### src/ssd_pkg.sv
`timescale 1ns / 1ps
// shared types and constants for the sound / silence detector
// no dependencies

package ssd_pkg;

  localparam int THRESH_W = 13;
  localparam int LEVEL_W  = 16;
  localparam int TIME_W   = 32;
  localparam int PEAK_W   = 16;
  localparam int CFG_AW   = 3;
  localparam int CFG_DW   = 32;

  // detector states as seen on the result channel
  localparam logic [1:0] ST_SILENCE = 2'd0;
  localparam logic [1:0] ST_SOUND   = 2'd1;
  localparam logic [1:0] ST_LASTING = 2'd2;

  // register indexes
  localparam logic [CFG_AW-1:0] REG_THRESH  = 3'd0;
  localparam logic [CFG_AW-1:0] REG_SND_STP = 3'd1;
  localparam logic [CFG_AW-1:0] REG_SIL_STP = 3'd2;
  localparam logic [CFG_AW-1:0] REG_FLOOR   = 3'd3;
  localparam logic [CFG_AW-1:0] REG_CEIL    = 3'd4;
  localparam logic [CFG_AW-1:0] REG_SND_ON  = 3'd5;
  localparam logic [CFG_AW-1:0] REG_SIL_ON  = 3'd6;
  localparam logic [CFG_AW-1:0] REG_LASTING = 3'd7;

  typedef struct packed {
    logic        [THRESH_W-1:0] thresh;
    logic signed [LEVEL_W-1:0]  sound_step;
    logic signed [LEVEL_W-1:0]  silence_step;
    logic signed [LEVEL_W-1:0]  floor_lvl;
    logic signed [LEVEL_W-1:0]  ceil_lvl;
    logic signed [LEVEL_W-1:0]  sound_on;
    logic signed [LEVEL_W-1:0]  silence_on;
    logic        [TIME_W-1:0]   lasting_ms;
  } cfg_t;

  typedef struct packed {
    logic load;
    logic mul;
    logic div_step;
    logic acc;
    logic commit;
  } cmd_t;

  typedef struct packed {
    logic div_last;
  } status_t;

endpackage

### src/ssd_cfg.sv
`timescale 1ns / 1ps
// configuration register file of the sound / silence detector
// depends on ssd_pkg

module ssd_cfg
  import ssd_pkg::*;
(
  input  logic              clk,
  input  logic              rst_n,
  input  logic              cfg_we,
  input  logic [CFG_AW-1:0] cfg_index,
  input  logic [CFG_DW-1:0] cfg_wdata,
  output cfg_t              cfg
);

  cfg_t cfg_r;

  always_ff @(posedge clk) begin
    if (!rst_n) begin
      cfg_r.thresh       <= 13'd205;
      cfg_r.sound_step   <= 16'sd100;
      cfg_r.silence_step <= -16'sd100;
      cfg_r.floor_lvl    <= 16'sd0;
      cfg_r.ceil_lvl     <= 16'sd1000;
      cfg_r.sound_on     <= 16'sd800;
      cfg_r.silence_on   <= 16'sd200;
      cfg_r.lasting_ms   <= 32'd120000;
    end else if (cfg_we) begin
      case (cfg_index)
        REG_THRESH:  cfg_r.thresh       <= cfg_wdata[THRESH_W-1:0];
        REG_SND_STP: cfg_r.sound_step   <= cfg_wdata[LEVEL_W-1:0];
        REG_SIL_STP: cfg_r.silence_step <= cfg_wdata[LEVEL_W-1:0];
        REG_FLOOR:   cfg_r.floor_lvl    <= cfg_wdata[LEVEL_W-1:0];
        REG_CEIL:    cfg_r.ceil_lvl     <= cfg_wdata[LEVEL_W-1:0];
        REG_SND_ON:  cfg_r.sound_on     <= cfg_wdata[LEVEL_W-1:0];
        REG_SIL_ON:  cfg_r.silence_on   <= cfg_wdata[LEVEL_W-1:0];
        REG_LASTING: cfg_r.lasting_ms   <= cfg_wdata[TIME_W-1:0];
        default: ;
      endcase
    end
  end

  assign cfg = cfg_r;

endmodule

### src/ssd_ctrl.sv
`timescale 1ns / 1ps
// sequencer of the sound / silence detector: load, multiply, divide, clamp, commit
// depends on ssd_pkg

module ssd_ctrl
  import ssd_pkg::*;
(
  input  logic    clk,
  input  logic    rst_n,
  input  logic    in_valid,
  output logic    in_ready,
  output logic    out_valid,
  input  logic    out_ready,
  input  status_t status,
  output cmd_t    cmd
);

  localparam logic [2:0] S_IDLE = 3'd0;
  localparam logic [2:0] S_MUL  = 3'd1;
  localparam logic [2:0] S_DIV  = 3'd2;
  localparam logic [2:0] S_ACC  = 3'd3;
  localparam logic [2:0] S_FIN  = 3'd4;

  logic [2:0] state_r, state_nxt;
  logic       out_valid_r, out_valid_nxt;
  logic       out_free;

  assign out_free = !out_valid_r || out_ready;

  always_comb begin
    state_nxt    = state_r;
    cmd          = '0;
    case (state_r)
      S_IDLE: begin
        if (in_valid) begin
          cmd.load  = 1'b1;
          state_nxt = S_MUL;
        end
      end
      S_MUL: begin
        cmd.mul   = 1'b1;
        state_nxt = S_DIV;
      end
      S_DIV: begin
        cmd.div_step = 1'b1;
        if (status.div_last) state_nxt = S_ACC;
      end
      S_ACC: begin
        cmd.acc   = 1'b1;
        state_nxt = S_FIN;
      end
      S_FIN: begin
        if (out_free) begin
          cmd.commit = 1'b1;
          state_nxt  = S_IDLE;
        end
      end
      default: state_nxt = S_IDLE;
    endcase
  end

  always_comb begin
    out_valid_nxt = out_valid_r;
    if (out_valid_r && out_ready) out_valid_nxt = 1'b0;
    if (cmd.commit) out_valid_nxt = 1'b1;
  end

  always_ff @(posedge clk) begin
    if (!rst_n) begin
      state_r     <= S_IDLE;
      out_valid_r <= 1'b0;
    end else begin
      state_r     <= state_nxt;
      out_valid_r <= out_valid_nxt;
    end
  end

  assign in_ready  = (state_r == S_IDLE);
  assign out_valid = out_valid_r;

`ifndef ASSERT_OFF
  // a result is never written over one that has not been taken
  a_commit_free: assert property (@(posedge clk) disable iff (!rst_n)
    cmd.commit |-> (!out_valid_r || out_ready))
    else $error("result overwritten before transfer");

  // an accepted item always goes to the multiply step
  a_load_mul: assert property (@(posedge clk) disable iff (!rst_n)
    (in_valid && in_ready) |=> (state_r == S_MUL))
    else $error("accepted item did not start multiply");

  // the last divide step hands over to the clamp step
  a_div_end: assert property (@(posedge clk) disable iff (!rst_n)
    (state_r == S_DIV && status.div_last) |=> (state_r == S_ACC))
    else $error("divide did not end in clamp step");

  // a commit always leaves a valid result
  a_commit_valid: assert property (@(posedge clk) disable iff (!rst_n)
    cmd.commit |=> out_valid_r)
    else $error("commit without valid result");
`endif

endmodule

### src/ssd_datapath.sv
`timescale 1ns / 1ps
// datapath of the sound / silence detector: step product, serial divider,
// integrator clamp and hysteresis state; depends on ssd_pkg

module ssd_datapath
  import ssd_pkg::*;
#(
  parameter int FULL_SCALE = 4096
) (
  input  logic                     clk,
  input  logic                     rst_n,
  input  cfg_t                     cfg,
  input  cmd_t                     cmd,
  output status_t                  status,
  input  logic [PEAK_W-1:0]        in_peak_to_peak,
  input  logic [TIME_W-1:0]        in_now_ms,
  output logic [1:0]               out_sound_state,
  output logic                     out_state_changed,
  output logic signed [LEVEL_W-1:0] out_integrator_level
);

  localparam int PW     = $clog2(FULL_SCALE + 1);
  localparam int DW     = (PW > THRESH_W) ? PW : THRESH_W;
  localparam int MW     = LEVEL_W + DW;
  localparam int AW     = MW + 2;
  localparam int CNT_W  = $clog2(MW);
  localparam logic [PEAK_W:0] FS_V = (PEAK_W + 1)'(FULL_SCALE);

  // load stage
  logic [PEAK_W:0]          peak_ext;
  logic [PEAK_W:0]          peak_cl;
  logic [THRESH_W-1:0]      t_eff;
  logic [DW-1:0]            p_w, t_w;
  logic                     ge;
  logic [DW-1:0]            diff_r;
  logic signed [LEVEL_W-1:0] step_r;
  logic [THRESH_W-1:0]      t_r;
  logic [TIME_W-1:0]        now_r;

  // multiply and divide
  logic [LEVEL_W-1:0]       step_abs;
  logic                     neg_r;
  logic [MW-1:0]            quo_r;
  logic [THRESH_W-1:0]      rem_r;
  logic [CNT_W-1:0]         cnt_r;
  logic [THRESH_W:0]        rem_sh;
  logic                     q_bit;

  // clamp
  logic signed [MW:0]       delta;
  logic signed [AW-1:0]     acc_v, acc_fl, acc_cl;
  logic signed [LEVEL_W-1:0] lvl_r;

  // detector state
  logic signed [LEVEL_W-1:0] integ_r;
  logic [1:0]               dstate_r;
  logic [TIME_W-1:0]        sstart_r;
  logic [1:0]               dstate_nxt;
  logic [TIME_W-1:0]        sstart_nxt;
  logic                     chg_nxt;
  logic [TIME_W-1:0]        elapsed;

  logic [1:0]               res_state_r;
  logic                     res_chg_r;
  logic signed [LEVEL_W-1:0] res_lvl_r;

  assign peak_ext = {1'b0, in_peak_to_peak};
  assign peak_cl  = (peak_ext > FS_V) ? FS_V : peak_ext;
  assign t_eff    = (cfg.thresh == '0) ? THRESH_W'(1) : cfg.thresh;
  assign p_w      = DW'(peak_cl[PW-1:0]);
  assign t_w      = DW'(t_eff);
  assign ge       = (p_w >= t_w);

  always_ff @(posedge clk) begin
    if (cmd.load) begin
      diff_r <= ge ? (p_w - t_w) : (t_w - p_w);
      step_r <= ge ? cfg.sound_step : cfg.silence_step;
      t_r    <= t_eff;
      now_r  <= in_now_ms;
    end
  end

  // sign-magnitude product, so the quotient truncates toward zero
  assign step_abs = step_r[LEVEL_W-1] ? (~step_r + 1'b1) : step_r;

  // restoring divider, one quotient bit a cycle
  assign rem_sh = {rem_r, quo_r[MW-1]};
  assign q_bit  = (rem_sh >= {1'b0, t_r});

  always_ff @(posedge clk) begin
    if (cmd.mul) begin
      quo_r <= MW'(step_abs) * MW'(diff_r);
      neg_r <= step_r[LEVEL_W-1];
      rem_r <= '0;
      cnt_r <= '0;
    end else if (cmd.div_step) begin
      rem_r <= q_bit ? THRESH_W'(rem_sh - {1'b0, t_r}) : rem_sh[THRESH_W-1:0];
      quo_r <= {quo_r[MW-2:0], q_bit};
      cnt_r <= cnt_r + 1'b1;
    end
  end

  assign status.div_last = (cnt_r == CNT_W'(MW - 1));

  // floor first, then ceiling, so the ceiling wins when they cross
  assign delta  = neg_r ? -$signed({1'b0, quo_r}) : $signed({1'b0, quo_r});
  assign acc_v  = AW'(integ_r) + AW'(delta);
  assign acc_fl = (acc_v < AW'(cfg.floor_lvl)) ? AW'(cfg.floor_lvl) : acc_v;
  assign acc_cl = (acc_fl > AW'(cfg.ceil_lvl)) ? AW'(cfg.ceil_lvl) : acc_fl;

  always_ff @(posedge clk) begin
    if (cmd.acc) lvl_r <= acc_cl[LEVEL_W-1:0];
  end

  assign elapsed = now_r - sstart_r;

  always_comb begin
    dstate_nxt = dstate_r;
    sstart_nxt = sstart_r;
    chg_nxt    = 1'b0;
    if ((dstate_r == ST_SILENCE || dstate_r == ST_LASTING) && lvl_r >= cfg.sound_on) begin
      dstate_nxt = ST_SOUND;
      chg_nxt    = 1'b1;
    end else if (dstate_r == ST_SOUND && lvl_r <= cfg.silence_on) begin
      dstate_nxt = ST_SILENCE;
      sstart_nxt = now_r;
      chg_nxt    = 1'b1;
    end else if (dstate_r == ST_SILENCE && elapsed >= cfg.lasting_ms) begin
      dstate_nxt = ST_LASTING;
      chg_nxt    = 1'b1;
    end
  end

  always_ff @(posedge clk) begin
    if (!rst_n) begin
      integ_r  <= '0;
      dstate_r <= ST_SILENCE;
      sstart_r <= '0;
    end else if (cmd.commit) begin
      integ_r  <= lvl_r;
      dstate_r <= dstate_nxt;
      sstart_r <= sstart_nxt;
    end
  end

  always_ff @(posedge clk) begin
    if (cmd.commit) begin
      res_state_r <= dstate_nxt;
      res_chg_r   <= chg_nxt;
      res_lvl_r   <= lvl_r;
    end
  end

  assign out_sound_state      = res_state_r;
  assign out_state_changed    = res_chg_r;
  assign out_integrator_level = res_lvl_r;

endmodule

### src/sound_silence_detector.sv
`timescale 1ns / 1ps
// sound / silence detector top level: one result per accepted frame
// sequence: after the input transfer a frame passes the multiply, serial divide, clamp
//   and commit steps; the commit waits while an untaken result is still held
// one frame in flight: the next frame is taken once its result is staged
// reset: rst_n synchronous active low, clears sequencer, integrator and state, loads register defaults

module sound_silence_detector
  import ssd_pkg::*;
#(
  parameter int FULL_SCALE = 4096
) (
  input  logic                      clk,
  input  logic                      rst_n,
  // input channel
  input  logic                      in_valid,
  output logic                      in_ready,
  input  logic [PEAK_W-1:0]         in_peak_to_peak,
  input  logic [TIME_W-1:0]         in_now_ms,
  // result channel
  output logic                      out_valid,
  input  logic                      out_ready,
  output logic [1:0]                out_sound_state,
  output logic                      out_state_changed,
  output logic signed [LEVEL_W-1:0] out_integrator_level,
  // configuration write port
  input  logic                      cfg_we,
  input  logic [CFG_AW-1:0]         cfg_index,
  input  logic [CFG_DW-1:0]         cfg_wdata
);

  cfg_t    cfg;
  cmd_t    cmd;
  status_t status;

  // register file; the user must write it only while no frame is in flight, the block does not enforce this
  ssd_cfg u_cfg (
    .clk       (clk),
    .rst_n     (rst_n),
    .cfg_we    (cfg_we),
    .cfg_index (cfg_index),
    .cfg_wdata (cfg_wdata),
    .cfg       (cfg)
  );

  // sequencer: idle, multiply, divide steps, clamp, commit into result register
  ssd_ctrl u_ctrl (
    .clk       (clk),
    .rst_n     (rst_n),
    .in_valid  (in_valid),
    .in_ready  (in_ready),
    .out_valid (out_valid),
    .out_ready (out_ready),
    .status    (status),
    .cmd       (cmd)
  );

  // arithmetic, integrator and hysteresis state, result register
  ssd_datapath #(
    .FULL_SCALE (FULL_SCALE)
  ) u_dp (
    .clk                  (clk),
    .rst_n                (rst_n),
    .cfg                  (cfg),
    .cmd                  (cmd),
    .status               (status),
    .in_peak_to_peak      (in_peak_to_peak),
    .in_now_ms            (in_now_ms),
    .out_sound_state      (out_sound_state),
    .out_state_changed    (out_state_changed),
    .out_integrator_level (out_integrator_level)
  );

endmodule

### config.mk
export PLATFORM = sky130hd
export DESIGN_NAME = sound_silence_detector
export DESIGN_NICKNAME = d
export VERILOG_FILES = /design/src/ssd_pkg.sv /design/src/ssd_cfg.sv /design/src/ssd_ctrl.sv /design/src/ssd_datapath.sv /design/src/sound_silence_detector.sv
export SDC_FILE = /design/constraint.sdc
export NUM_CORES = 1
export LEC_CHECK = 0
export BUFFER_PORTS_ARGS = -buffer_cell sky130_fd_sc_hd__buf_4
export CORE_MARGIN = 5
export CORE_UTILIZATION = 40
export CTS_BUF_LIST = sky130_fd_sc_hd__clkbuf_2 sky130_fd_sc_hd__clkbuf_4 sky130_fd_sc_hd__clkbuf_8
export DETAILED_ROUTE_END_ITERATION = 8
export PLACE_DENSITY_LB_ADDON = 0.1
export SYNTH_ARGS = -nofsm -noshare
export SYNTH_HDL_FRONTEND = slang
export SYNTH_SLANG_ARGS = --single-unit
### constraint.sdc
create_clock -name clk -period 14.15 [get_ports clk]
set_input_delay 0.7075 -clock clk [delete_from_list [all_inputs] [get_ports clk]]
set_output_delay 0.7075 -clock clk [all_outputs]
set_load 0.01 [all_outputs]
Word level (Yosys, flattened, before mapping)
Index checks and enable logic that the tools add are counted.
- register bits after elaboration: 352
- input bits: 88
- output and inout port bits: 21
- word-level logic and storage cells: 113
- $add $sub $neg: 8
- multipliers: 1
- order comparisons: 8
- eq/ne operators: 17
- multiplexer cells: 28
- bitwise logic cells: 2
- reductions and logical operators: 24
- operators by type and width (operator ; number):
    two-way mux 29 bit ; 2
    two-way mux 13 bit ; 4
    two-way mux 16 bit ; 3
    subtractor 13 bit ; 3
    greater-or-equal comparator 32 bit ; 1
    subtractor 32 bit ; 1
    adder 16 x 30 -> 31 bit ; 1
    greater-than comparator 31 x 16 -> 1 bit ; 1
    less-than comparator 31 x 16 -> 1 bit ; 1
    two-way mux 31 bit ; 1
    two-way mux 30 bit ; 1
    negation 29 -> 30 bit ; 1
    multiplier 16 x 13 -> 29 bit ; 1
    adder 16 x 1 -> 16 bit (second input constant) ; 1
    greater-or-equal comparator 16 bit ; 1
    greater-than comparator 16 x 13 -> 1 bit (second input constant) ; 1
    <= comparator 16 bit ; 1
    NOT 16 bit ; 1
    AND reduction 2 bit ; 8
    == test 3 bit (second input constant) ; 5
    case mux 3 bit (5 select lines) ; 1
    greater-or-equal comparator 14 x 13 -> 1 bit ; 1
    greater-or-equal comparator 13 bit ; 1
    zero test 13 bit ; 1
    other kinds (20) ; 45

Longest topological paths before layout
- word-level depth: 7
- gate-level depth with buffers: 37
- mapped depth without buffers: 34

Modules after synthesis
A second synthesis with hierarchy kept.
- cell total of the unflattened synthesis: 3042
- area, all modules: 28736.3 um^2
- by module, submodules not included (module ; times used ; cells each ; area an instance (um^2) ; sequential area each (um^2)):
    ssd_datapath ; 1 ; 2497 ; 23105.9 ; 5535.3
    ssd_cfg ; 1 ; 522 ; 5393.9 ; 2822.7
    ssd_ctrl ; 1 ; 23 ; 236.5 ; 80.1

Worst setup path after synthesis
No wires, ideal clock.
- path kind: reg-to-reg
- start point: register u_dp.quo_r[9]
- end point: register u_dp.lvl_r[10], data pin
- setup time: 0.260 ns
- arrival time: 7.906 ns
- data required time: 13.890 ns
- slack: 5.984 ns
- stages on the path, launching flop included: 35
- path buffers: 3
- period minus slack after synthesis: 8.166 ns
- path through: edfxtp_1 or4_4 nor4_4 nand3_1 or4_4 or4_4 o21ai_1 xnor2_1 ha_1 a21o_1 a31o_2 a31o_2 a2111oi_0 or3_1 xnor2_1 ha_1 nand4_1 nor2_1 o2111ai_1 and4_1 nor2_1 buf_2 clkbuf_1 nand2_1 nand2_1 ha_1 a21o_1 a21o_1 a21oi_1 o21ai_0 a211oi_1 nand4_1 nand3_1 clkbuf_1 mux2_2
- word-level cells in the longest chain between the ends: 7
- ends and longest elaborated chain (what ; RTL line ; RTL):
    start: declaration ; ssd_datapath.sv:43 ; logic [MW-1:0] quo_r;
    start signal: assignment ; ssd_datapath.sv:92 ; quo_r <= MW'(step_abs) * MW'(diff_r);
    start signal: assignment ; ssd_datapath.sv:98 ; quo_r <= {quo_r[MW-2:0], q_bit};
    negation 29 -> 30 bit ; ssd_datapath.sv:106 ; assign delta = neg_r ? -$signed({1'b0, quo_r}) : $signed({1'b0, quo_r});
    two-way mux 30 bit * ; ssd_datapath.sv:106 ;
    adder 16 x 30 -> 31 bit * ; ssd_datapath.sv:107 ; assign acc_v = AW'(integ_r) + AW'(delta);
    less-than comparator 31 x 16 -> 1 bit ; ssd_datapath.sv:108 ; assign acc_fl = (acc_v < AW'(cfg.floor_lvl)) ? AW'(cfg.floor_lvl) : acc_v;
    two-way mux 31 bit * ; ssd_datapath.sv:108 ;
    greater-than comparator 31 x 16 -> 1 bit ; ssd_datapath.sv:109 ; assign acc_cl = (acc_fl > AW'(cfg.ceil_lvl)) ? AW'(cfg.ceil_lvl) : acc_fl;
    two-way mux 16 bit * ; ssd_datapath.sv:109 ;
    via u_dp.acc_cl[10] ; ssd_datapath.sv:51 ; logic signed [AW-1:0] acc_v, acc_fl, acc_cl;
    end signal: assignment ; ssd_datapath.sv:112 ; if (cmd.acc) lvl_r <= acc_cl[LEVEL_W-1:0];
    end: declaration ; ssd_datapath.sv:52 ; logic signed [LEVEL_W-1:0] lvl_r;
Mark *: on every way through the listed nets, which the timed path passes. The rest lies on a longest branch.
A chain may end at the register's enable or synchronous reset.

Worst setup path after layout
- start point: register u_dp.quo_r[9]
- end point: register u_dp.lvl_r[2], data pin
The elaborated chain is that of the path after synthesis.

==> summary.md <==
| Metric | Value |
|---|---|
| Ys flop type | dfxtp_1 |
| Critical Path RT | 14.57 ns |
| CTS Sinks | 352 |
| Crit end category | register |
| Synthesized area per cell | 8.94 sq um |
| Post-CTS setup buffers | 0 |
| Synthesized cell area | 0.0285 sq mm |
| Hold Fails Final Rpt | 0 |
| Number of iterations in the first detailed-routing pass | 5 |
| Layer with the highest usage | met2 |
| Min Tclk post-route | 9.39 ns |
| HP Class | in2reg |
| Worst reg2reg path depth | 32 |
| Clock latency at the later pin of the worst-skew pair | 0.68 ns |
| Sequential area share after synthesis | 29.6% |
| H-tree depth | 2 |
| Crit path DAT | 9.82 ns |
| Largest area contributor in the netlist | dfxtp_1 |
| Number of flops mapped to enable cells by yosys | 139 |
| Vias in the first global route | 22900 |
| Ports | 109 |
| Final Skew | 0.0267 ns |
| Netlist cell types | 79 |
| Setup violators final | 0 |
| Finished Core Util | 44.4% |
| Critical path's largest stage delay | 0.60 ns |
| Final Wtd Congestion | 0.879 |
| Die Y | 277 um |
| F_max | 106 MHz |
| Port Buffers | 108 |
| Overflow after GRT | 0 |
| Crit start category | register |
| Tot GR Track Use | 19.7% |
| Share of layout cells above drive strength 1 | 9.90% |
| Max Buffers Root-to-Sink | 3 |
| Tightest Pin Transition | 1.17 ns |
| First-pass GRT wire length | 123000 um |
| Final Cycle Share | 66.4% |
| Pin count of the biggest net entering global routing | 102 |
| Slew Limit Fails | 0 |
| Status | finished, final reports clean |
| Most common cell on crit path | a21o_1 |
| Core box area | 0.0711 sq mm |
| Post-DRT Antenna Nets | 0 |
| Fin Setup TNS | 0 ns |
| Met1 Use GR | 25.3% |
| Clock Pin Slew Worst Setup and Hold Paths | 0.07 ns |
| Synth Instances | 3191 |
| Routing usage on met2 | 34.1% |
| Die area | 0.0768 sq mm |
| Slew HR | 21.6% |
| Total number of vias | 22300 |
| FFs w/ async S/R, synth | 0% |
| CP max-delay cell | or4_4 |
| Most frequent cell after synthesis | nand2_1 |
| Initial Util | 40.1% |
| Worst hold path depth | 1 |
| Synth Register Bits | 352 |
| Die W | 277 um |
| Detailed Route WL | 76700 um |
| GR Util met3 | 2.58% |
| Iteration-0 DRC Markers | 1149 |
| HPWL Detailed | 57900 um |
| Total CTS buffers | 59 |
| Root buffer cell | clkbuf_8 |
| Post_cts resized | 0 |
| Top-area cell type share of the netlist area | 14.9% |
| DR vias/cell | 5.23 |
| Layout area overhead | 10.8% |
| Std-Cell Rows | 98 |
| Syn nets | 3741 |
| Critical path class | reg2reg |
| Critical path fanouts, max | 24 |
| Hold-fix buffers, CTS | 0 |
| DRC | 0 |
| Antenna violations before repair | 2 |
| Most frequent cells after synthesis | nand2_1, inv_1, ha_1 |
| Nets | 3806 |
| RSZ-0062 raised after global routing | false |
| Top cells by area, synth | dfxtp_1, edfxtp_1, ha_1 |
| Mean routed wirelength per cell | 18.0 um |
| Maxcap violations | 0 |
| CTS tree | built |
| YS warnings | 0 |
[cells by family (layout without fill, tap and decap cells)]
| group | after synthesis | in the layout | synth area share (%) |
|---|---|---|---|
| simple gates | 1000 | 1000 | 16.3 |
| flops | 352 | 352 | 29.6 |
| mux | 99 | 99 | 3.67 |
| compound gates | 640 | 640 | 15.2 |
| xor+xnor | 136 | 136 | 4.17 |
| fa+ha+maj | 462 | 462 | 24.4 |
| buf+inv | 502 | 615 | 6.67 |
| other cells | 0 | 2 | 0 |
[metrics by stage]
step / setup slack (ns) / std cells / cell area, sq um / hold slack [ns]
after detailed placement: 4.80 / 4145 / 30300 / 0.454
final: 4.76 / 4256 / 31600 / 0.201
after global placement: 4.98 / 4145 / 30300 / 0.448
after CTS: 4.78 / 4254 / 31600 / 0.143
after global routing: 3.99 / 4256 / 31600 / 0.153
after floorplan: 5.98 / 3191 / 28500 / 0.435
[sequential cells by signal (all words and copies together), names as in the netlist, 3 cells and up]
register                   count
u_cfg.cfg                    141
u_ctrl.state_r                 3
u_dp.cnt_r                     5
u_dp.diff_r                   13
u_dp.integ_r                  16
u_dp.lvl_r                    16
u_dp.now_r                    32
u_dp.out_integrator_level     16
u_dp.quo_r                    29
u_dp.rem_r                    13
u_dp.sstart_r                 32
u_dp.step_r                   16
u_dp.t_r                      13
[layout by cell type (no fill, tap or decap), types with 54 or more instances in the layout]
master    count
a21boi_0    129
ha_1        303
fa_1        159
nand2_1     556
edfxtp_1    139
a21oi_1     126
and2_1       77
dfxtp_1     213
a21o_1      100
clkbuf_8     67
buf_4       134
nor2_1       79
mux2i_1      54
nor2b_1      63
o21ai_0     102
inv_1       371
xnor2_1      97
[worst paths after layout]
check / startpoint / end / slack [ns]
worst max register to register: u_dp.quo_r[9]$_DFFE_PP_ / u_dp.lvl_r[2]$_DFFE_PP_ / 4.76
worst min register to register: u_cfg.cfg[120]$_SDFFE_PN0P_ / u_cfg.cfg[120]$_SDFFE_PN0P_ / 0.46
worst max-delay path: u_dp.quo_r[9]$_DFFE_PP_ / u_dp.lvl_r[2]$_DFFE_PP_ / 4.76
worst min-delay path: in_now_ms[1] / u_dp.now_r[1]$_DFFE_PP_ / 0.20
[worst max-delay path, delay by kind of cell, from the launching register on]
| kind | cells | cell delay (ns) |
|---|---|---|
| simple gates | 13 | 3.89 |
| mux | 1 | 0.53 |
| flops | 1 | 0.44 |
| buf+inv | 1 | 0.40 |
| fa+ha+maj | 3 | 0.90 |
| xor+xnor | 2 | 0.22 |
| compound gates | 12 | 2.75 |
[layout make-up]
| class | instances | area (sq um) |
|---|---|---|
| Fill cell | 7013 | 39500 |
| Multi-Input combinational cell | 2337 | 18300 |
| Sequential cell | 352 | 8440 |
| Inverter | 372 | 1400 |
| Tap cell | 950 | 1190 |
| Clock buffer | 86 | 1060 |
| Timing Repair Buffer | 134 | 1010 |
| Clock inverter | 23 | 238 |
| Antenna cell | 2 | 5.00 |
[metal layers]
metal | vias to the layer above | share of wire (%)
met5 | - | 0
met1 | 10700 | 44
li1 | 10900 | -
met3 | 139 | 4.1
met2 | 464 | 48
met4 | 0 | 3.6
Power is left out: the tool's default activity adds up to more than one toggle a clock period on the data nets, which glitch-free logic cannot reach.
